## config.mk

```make
export PLATFORM = sky130hd
export DESIGN_NAME = sorted_priority_queue
export DESIGN_NICKNAME = d
export VERILOG_FILES = /design/src/design/spq_pkg.sv /design/src/design/sorted_priority_queue.sv /design/src/design/spq_cell.sv
export SDC_FILE = /design/constraint.sdc
export NUM_CORES = 2
export LEC_CHECK = 0
export BUFFER_PORTS_ARGS = -buffer_cell sky130_fd_sc_hd__buf_2
export CORE_MARGIN = 2
export CORE_UTILIZATION = 30
export DETAILED_ROUTE_END_ITERATION = 10
export PLACE_DENSITY = 0.4
export SYNTH_ARGS = -nofsm -noshare
export SYNTH_HDL_FRONTEND = slang
export SYNTH_SLANG_ARGS = --single-unit
```

## constraint.sdc

```tcl
create_clock -name aclk -period 17.4 [get_ports aclk]
set_clock_uncertainty 0.05 [all_clocks]
set_input_delay 2.61 -clock aclk [delete_from_list [all_inputs] [get_ports aclk]]
set_output_delay 2.61 -clock aclk [all_outputs]
set_load 0.005 [all_outputs]
```

## src/design/spq_pkg.sv

```systemverilog
// Shared types and constants for the sorted priority queue.
`default_nettype none
package spq_pkg;

    localparam int QUEUE_DEPTH = 16;
    localparam int CNT_W       = $clog2(QUEUE_DEPTH + 1);
    localparam int FILL_W      = 5;
    localparam int VALUE_W     = 32;
    localparam int PRIO_W      = 16;

    typedef enum logic {
        ACT_PUSH = 1'b0,
        ACT_POP  = 1'b1
    } spq_action_t;

    typedef enum logic [1:0] {
        STATUS_OK    = 2'd0,
        STATUS_EMPTY = 2'd1,
        STATUS_FULL  = 2'd2
    } spq_status_t;

    typedef struct packed {
        logic signed [VALUE_W-1:0] value;
        logic signed [PRIO_W-1:0]  prio;
    } spq_entry_t;

    // Broadcast from the controller to every cell
    typedef struct packed {
        logic       push_en;
        logic       pop_en;
        spq_entry_t new_entry;
    } spq_ctrl_t;

endpackage
`default_nettype wire

```

## src/design/sorted_priority_queue.sv

```systemverilog
// Top level of the sorted priority queue: handshake, fill count, cell row.
// A bounded priority queue of QUEUE_DEPTH entries kept sorted highest
// priority first in a row of identical cells, cell 0 being the head. Each
// request is a push (s_action = 0) or a pop (s_action = 1) and yields
// exactly one result. A push is placed ahead of every stored entry of equal
// or lower priority, except that it never displaces the head on a tie: an entry
// equal to the head goes directly behind it. A push on a full queue is
// refused with status 2, a pop on an empty queue returns 0 with status 1.
// Every result carries the fill count after the request and an empty flag.
// Throughput is one request per clock while the consumer keeps up: the new
// priority is broadcast to all cells, each compares it with its own entry in
// the same cycle, and every cell then loads from its left neighbor, its right
// neighbor, the new entry or itself. m_valid rises in the cycle after
// acceptance. The result register frees up in the cycle it is taken, so
// s_ready stays high while the consumer keeps up. No clearing pass is needed
// after reset: the fill count alone tells which cells hold entries.
`default_nettype none
module sorted_priority_queue (
    input  wire logic                              aclk,
    input  wire logic                              aresetn,
    input  wire logic                              s_valid,
    output logic                                   s_ready,
    input  wire logic                              s_action,
    input  wire logic signed [spq_pkg::VALUE_W-1:0] s_entry_value,
    input  wire logic signed [spq_pkg::PRIO_W-1:0]  s_entry_priority,
    output logic                                   m_valid,
    input  wire logic                              m_ready,
    output logic signed [spq_pkg::VALUE_W-1:0]     m_popped_value,
    output logic [1:0]                             m_status,
    output logic [spq_pkg::FILL_W-1:0]             m_fill_count,
    output logic                                   m_now_empty
);
    import spq_pkg::*;

    logic [CNT_W-1:0]          count_reg;
    logic [CNT_W-1:0]          count_next;
    logic                      m_valid_reg;
    logic signed [VALUE_W-1:0] popped_reg;
    logic signed [VALUE_W-1:0] popped_next;
    spq_status_t               status_reg;
    spq_status_t               status_next;

    logic                      accept;
    logic                      is_full;
    logic                      is_empty;
    spq_ctrl_t                 ctrl;

    logic       [QUEUE_DEPTH-1:0] occ;
    logic       [QUEUE_DEPTH-1:0] flag;
    spq_entry_t [QUEUE_DEPTH-1:0] entry;

    // Accept a new request whenever the result register is empty or drains
    assign s_ready  = !m_valid_reg || m_ready;
    assign accept   = s_valid && s_ready;
    assign is_full  = (count_reg == CNT_W'(QUEUE_DEPTH));
    assign is_empty = (count_reg == '0);

    // Broadcast to the cell row; refused requests leave the store alone
    always_comb begin
        ctrl.push_en         = accept && (s_action == ACT_PUSH) && !is_full;
        ctrl.pop_en          = accept && (s_action == ACT_POP) && !is_empty;
        ctrl.new_entry.value = s_entry_value;
        ctrl.new_entry.prio  = s_entry_priority;
    end

    // Cell row: entries move right on a push, left on a pop
    for (genvar i = 0; i < QUEUE_DEPTH; i++) begin : g_cell
        spq_entry_t right_in;
        logic       left_flag_in;
        spq_entry_t left_in;

        assign occ[i] = (count_reg > CNT_W'(i));

        if (i == 0) begin : g_head
            assign left_flag_in = 1'b0;
            assign left_in      = '0;
        end else begin : g_body
            assign left_flag_in = flag[i-1];
            assign left_in      = entry[i-1];
        end

        if (i == QUEUE_DEPTH - 1) begin : g_tail
            assign right_in = '0;
        end else begin : g_mid
            assign right_in = entry[i+1];
        end

        spq_cell u_cell (
            .aclk        (aclk),
            .ctrl        (ctrl),
            .is_head     (i == 0),
            .occupied    (occ[i]),
            .left_flag   (left_flag_in),
            .left_entry  (left_in),
            .right_entry (right_in),
            .flag        (flag[i]),
            .entry       (entry[i])
        );
    end

    // Count update and result payload
    always_comb begin
        count_next  = count_reg;
        popped_next = '0;
        status_next = STATUS_OK;
        unique case (s_action)
            ACT_PUSH: begin
                if (is_full) begin
                    status_next = STATUS_FULL;
                end else begin
                    count_next = count_reg + 1'b1;
                end
            end
            ACT_POP: begin
                if (is_empty) begin
                    status_next = STATUS_EMPTY;
                end else begin
                    count_next  = count_reg - 1'b1;
                    popped_next = entry[0].value;
                end
            end
            default: begin
                status_next = STATUS_OK;
            end
        endcase
    end

    always_ff @(posedge aclk) begin
        if (!aresetn) begin
            count_reg   <= '0;
            m_valid_reg <= 1'b0;
        end else begin
            if (accept) begin
                count_reg   <= count_next;
                m_valid_reg <= 1'b1;
            end else if (m_ready) begin
                m_valid_reg <= 1'b0;
            end
        end
    end

    // Result payload; hold while stalled
    always_ff @(posedge aclk) begin
        if (accept) begin
            popped_reg <= popped_next;
            status_reg <= status_next;
        end
    end

    assign m_valid        = m_valid_reg;
    assign m_popped_value = popped_reg;
    assign m_status       = status_reg;
    assign m_fill_count   = FILL_W'(count_reg);
    assign m_now_empty    = is_empty;

`ifndef NO_ASSERTIONS
    a_count_bound: assert property (@(posedge aclk) disable iff (!aresetn)
        count_reg <= CNT_W'(QUEUE_DEPTH))
        else $error("fill count exceeds queue depth");

    a_push_grows: assert property (@(posedge aclk) disable iff (!aresetn)
        ctrl.push_en |=> (count_reg == $past(count_reg) + 1'b1))
        else $error("accepted push did not grow the count");

    a_pop_status: assert property (@(posedge aclk) disable iff (!aresetn)
        (accept && s_action == ACT_POP && is_empty) |=>
            (m_valid && m_status == STATUS_EMPTY && m_popped_value == '0))
        else $error("empty pop result wrong");

    a_no_idle_count: assert property (@(posedge aclk) disable iff (!aresetn)
        !accept |=> $stable(count_reg))
        else $error("count moved without a request");
`endif

endmodule
`default_nettype wire

```

## src/design/spq_cell.sv

```systemverilog
// One slot of the sorted store: compare, hold, take from a neighbor.
`default_nettype none
module spq_cell (
    input  wire logic                aclk,
    input  wire spq_pkg::spq_ctrl_t  ctrl,
    input  wire logic                is_head,
    input  wire logic                occupied,
    input  wire logic                left_flag,
    input  wire spq_pkg::spq_entry_t left_entry,
    input  wire spq_pkg::spq_entry_t right_entry,
    output logic                     flag,
    output spq_pkg::spq_entry_t      entry
);
    import spq_pkg::*;

    spq_entry_t entry_reg;
    spq_entry_t entry_next;

    // Insert point is here or further left: the head yields only to a
    // strictly higher priority, other slots yield on equal or higher.
    always_comb begin
        if (!occupied) begin
            flag = 1'b1;
        end else if (is_head) begin
            flag = (ctrl.new_entry.prio > entry_reg.prio);
        end else begin
            flag = (ctrl.new_entry.prio >= entry_reg.prio);
        end
    end

    always_comb begin
        entry_next = entry_reg;
        if (ctrl.pop_en) begin
            entry_next = right_entry;
        end else if (ctrl.push_en) begin
            if (left_flag) begin
                entry_next = left_entry;
            end else if (flag) begin
                entry_next = ctrl.new_entry;
            end
        end
    end

    always_ff @(posedge aclk) begin
        entry_reg <= entry_next;
    end

    assign entry = entry_reg;

endmodule
`default_nettype wire

```

Word level (Yosys, flattened, before mapping):

Cells that the tools add are included.

* bits in registers: 808
* bits of input ports: 53
* output and inout port bits: 42
* word-level logic and storage cells: 205

* $add $sub $neg: 2
* order comparisons: 32
* eq/ne operators: 3
* mux-type cells: 85
* bitwise logic cells: 1
* reductions and logical operators: 46

Operator list (number)
* $mux 48: 61
* $ge 16x16->1: 15
* $reduce_bool 3->1: 14
* $gt 5x4->1 const B: 8
* $reduce_and 2->1: 16
* $gt 5x3->1 const B: 4
* $mux 1: 19
* $gt 16x16->1: 1
* $gt 5x1->1 const B: 2
* $gt 5x2->1 const B: 2
* $mux 5: 2
* $pmux 5 s2: 1
* $reduce_bool 2->1: 4
* $add 5x1->5 const B: 1
* $eq 5x5->1 const B: 1
* $logic_and 1x1->1: 5
* $logic_not 5->1: 1
* $sub 5x1->5 const B: 1
* $ne 2x2->1 const B: 2
* $pmux 2 s2: 1
* $logic_not 1->1: 3
* $reduce_and 3->1: 1
* $mux 2: 1
* $reduce_or 2->1: 1
* other kinds (2): 2

Logic depth before layout (Yosys ltp):

* depth after elaboration: 7
* depth in mapped cells: 12
* depth with buffers taken out: 9

By module:

A second synthesis with hierarchy kept.

* cells, all modules: 4546
* area, all modules: 48337.6 um^2

Modules (own cells, without submodules)
* spq_cell at g_cell[0].u_cell ...: times used 10, cells an instance 276, area each 2911.5 um^2, sequential area each 1441.4 um^2
* spq_cell at g_cell[4].u_cell ...: times used 6, cells an instance 271, area each 2889.0 um^2, sequential area each 1441.4 um^2
* sorted_priority_queue: times used 1, cells an instance 160, area each 1888.1 um^2, sequential area each 1141.1 um^2

Least setup slack after synthesis:

Ideal clock, no wire load.

* path type: input to register
* start point: in s_entry_priority[0] (netlist name)
* end point: reg g_cell[1].u_cell.entry_reg, in the netlist g_cell[1].u_cell.entry[0] (enable)
* setup time: 0.520 ns
* arrival: 7.741 ns
* required time: 16.830 ns
* path slack: 9.089 ns
* stages on the path: 10
* buffers on the path: 1
* path through: inv_1 > ha_1 > nor2b_1 > o21a_1 > o21ai_0 > a2111oi_0 > o32ai_1 > clkbuf_1 > nor2b_1 > o21ai_0

* longest elaborated chain between the ends: 4
* elaborated cells on any way between the ends: 6
* classes of those cells: order compare: 2; mux: 2; reduce/logical: 2

Ends and longest elaborated chain
* start, declared: line sorted_priority_queue.sv:25 `input wire logic signed [spq_pkg::PRIO_W-1:0] s_entry_priority,`
* $gt 16x16->1 / $ge 16x16->1 (equally long branches): line spq_cell.sv:25, spq_cell.sv:27
* $mux 1: line spq_cell.sv:22 `if (!occupied) begin`
* $reduce_bool 3->1 (no source line) *
* $reduce_and 2->1 (no source line) *
* end signal, assigned: line spq_cell.sv:45 `entry_reg <= entry_next;`
* end, declared: line spq_cell.sv:16 `spq_entry_t entry_reg;`

Mark *: on every way between the ends. The rest lies on a longest branch, timed or not.
A chain may end at the register's enable or synchronous reset.

==> reports/results.ini <==
[status]
outcome=complete, no violations

[yosys]
synthSimpleGateAreaFrac_pct=15.1
synth_cells=4271
synth_area_sq_um=44500
synth-xor-area-share_pct=0.0787
synth_top_cell_by_area=edfxtp_1
synthAdderAreaFrac_pct=7.34
ys_ff_latch=808
yosysMostFrequentCell=edfxtp_1
async_flop_share_pct=0
synth_top_area_share_pct=50.9
yosys_most_used_dff=edfxtp_1
synth_common_cells=754 x edfxtp_1, 649 x nand2_1, 631 x nand3_1
syn_nets=4585
synth_cell_types=62
yosysWarnings=0
synth.area.mux_share_pct=1.17
synth.yosys.seq_area_share_pct=53.3
synth_compound_area_share_pct=17.4
yosys-top-cells-area=edfxtp_1 51%, o211ai_1 7.4%, ha_1 7.3%
synth_edf_count=754
synth_top_family_by_area=compound AO/OA/AOI/OAI gates
avgSynthCellArea_sq_um=10.4

[timing]
hold_violations=0
fmax_mhz=151
drv_slew=0
setup_tns_ns=0
period_share_pct=38.0
setup_viol=0
fin_crit_ns=6.62
timing.final.ws_setup_ns=10.78
maxSlewHeadroom_pct=17.6
tightest_slew_ns=1.24
hold_slack_ns=0.473
rsz0062_at_grt=no

[min_path]
min_from=g_cell[15].u_cell.entry[34]$_SDFFE_PP0P_
hold_end=g_cell[15].u_cell.entry[34]$_SDFFE_PP0P_
whs_path_depth=1
hold_class=reg2reg

[grt]
grt_max_degree=199
grtUsageTotal_pct=21.1
use_met1_pct=29.8
grt_pass1_wl_mm=240
use_met2_pct=34.4
gr-usage-met3_pct=2.29
antenna_found_initial=11
gr-total-overflow=0
busiest_layer=met2
grt_pass1_vias=34900

[route]
drc=0
viasPerCell=5.67
ant_nets=0
dr.first_iter.drc_count=2758
vias=35000
firstDrtPassIters=5
post_drt_wl_per_cell_um=26.5
routed_wl_mm=163

[die]
num_rows=141
core-area_sq_um=147000
initial_core_util_pct=30.2
die_w_um=389
die-area_sq_um=151000
io_pins=95
die_h_um=389

[clocking]
cts_made_buffers=101
tritoncts=built
cts.reportedPaths.clkPinSlew_ns=0.06
clock_latency_ns=0.74
cts_buffer_depth=3
postCtsSetupRepairBufs=0
clkSinkCount=808
h-tree-depth=3
postCtsResizedCells=0
holdBufCountCts=0
cts-root-buf=clkbuf_16

[setup_path]
cp_max_fo=51
required_ns=17.91
crit_path_start_kind=input pin
critical_path_class=in2reg
crit_path_max_incr_delay_ns=0.69
r2r_slack_ns=11.38
endpoint_kind=register
arrival_ns=7.13
cp_common_cell=buf_4
crit_path_top_delay_cell=buf_4
path_cells=buf_2 -> ha_1 -> nand4_1 -> nor4_1 -> o21ai_0 -> and4_1 -> o21ai_4 -> buf_4 -> buf_4 -> nand3_1 -> o211ai_1
r2r-end=g_cell[6].u_cell.entry[29]$_DFFE_PP_
reg2reg_depth=10
r2r_start=m_fill_count[0]$_SDFFE_PN0P_

[place]
gp_congestion=0.812
hpwl_mm=101
numPortBuffers=94
post-place-ws_ns=10.10

[cells_and_area]
final_nets=4460
seq_area_sq_um=23700
layout-drive-gt1-share_pct=8.53
multi_input_area_sq_um=18600
fill_cells=15100
area_growth_pct=12.4
largest_reg_flops=768

[run]
drv_cap=0

[pwr]
peakVddDrop_uv=72.7
power_leakage_nw=18.5
p_per_area_nw_per_um2=135
power.total_mw=6.73

## how the worst max path moves through the flow
stage | to | slack, ns | cells after the start | startpoint
final | g_cell[13].u_cell.entry[33]$_DFFE_PP_ | 10.78 | 11 | s_entry_priority[11]
after global routing | g_cell[10].u_cell.entry[23]$_DFFE_PP_ | 10.48 | 11 | m_ready
after CTS | g_cell[10].u_cell.entry[21]$_DFFE_PP_ | 10.88 | 11 | m_ready
after detailed placement | g_cell[5].u_cell.entry[29]$_DFFE_PP_ | 10.10 | 11 | m_ready
after global placement | g_cell[1].u_cell.entry[42]$_DFFE_PP_ | 10.10 | 6 | s_action
after floorplan | g_cell[1].u_cell.entry[0]$_DFFE_PP_ | 9.09 | 10 | s_entry_priority[0]
## cell families (layout without fill, tap and decap cells)
logic type / after synthesis / count (layout)
AO/OA/AOI/OAI: 1049 / 1049
adder cells (fa/ha/maj): 261 / 261
other: 0 / 1
flip-flops: 808 / 808
buffers and inverters: 639 / 601
XOR/XNOR: 4 / 4
multiplexers: 52 / 52
AND/OR/NAND/NOR: 1458 / 1458
## layout by cell type, fill, tap and decap left out, drive strengths merged, types with 20 or more instances in the layout
cell	count
nand3	631
clkbuf	139
inv	263
buf	150
o221ai	196
a21o	37
nand4	43
nor2	25
a31oi	20
ha	261
dfxtp	54
o21a	36
mux2i	51
nand2	649
a21oi	105
and2	37
o21ai	127
o221a	49
edfxtp	754
clkinv	39
o211ai	437
## critical path, delay by kind of cell
| kind | cells | cell delay [ns] |
|---|---|---|
| simple gates | 4 | 1.43 |
| fa+ha+maj | 1 | 0.28 |
| compound gates | 3 | 0.86 |
| buf+inv | 3 | 1.84 |
## stage by stage
| stage | utilization, % | area, sq um | std cells |
|---|---|---|---|
| 3_5_place_dp | 31.7 | 46700 | 5973 |
| 3_3_place_gp | 31.7 | 46700 | 5973 |
| 6_report | 33.9 | 50000 | 6164 |
| 5_1_grt | 33.9 | 50000 | 6163 |
| 4_1_cts | 33.9 | 50000 | 6163 |
| 2_1_floorplan | - | 44500 | 4271 |
## final cells by class
cell class	count	area share, %
sequential	808	47.4
multi-input combinational	2824	37.3
clock buffer	139	5.48
tap	1930	4.83
inverter	261	1.96
timing repair buffer	150	1.91
clock inverter	51	1.13
antenna	1	0.00500
## routing by layer
layer / share of wire, % / up-vias
met4: 2.4 / 0
li1: - / 16000
met1: 47 / 18000
met2: 46 / 785
met3: 3.6 / 179
met5: 0 / -
## report_power, final
| part | internal [mW] | switching [mW] | total [mW] |
|---|---|---|---|
| clock | 1.22 | 0.927 | 2.14 |
| combinational | 0.573 | 1.13 | 1.70 |
| sequential | 2.68 | 0.210 | 2.89 |
| total | 4.47 | 2.26 | 6.73 |
No activity file was read; power rests on OpenSTA's default activity.
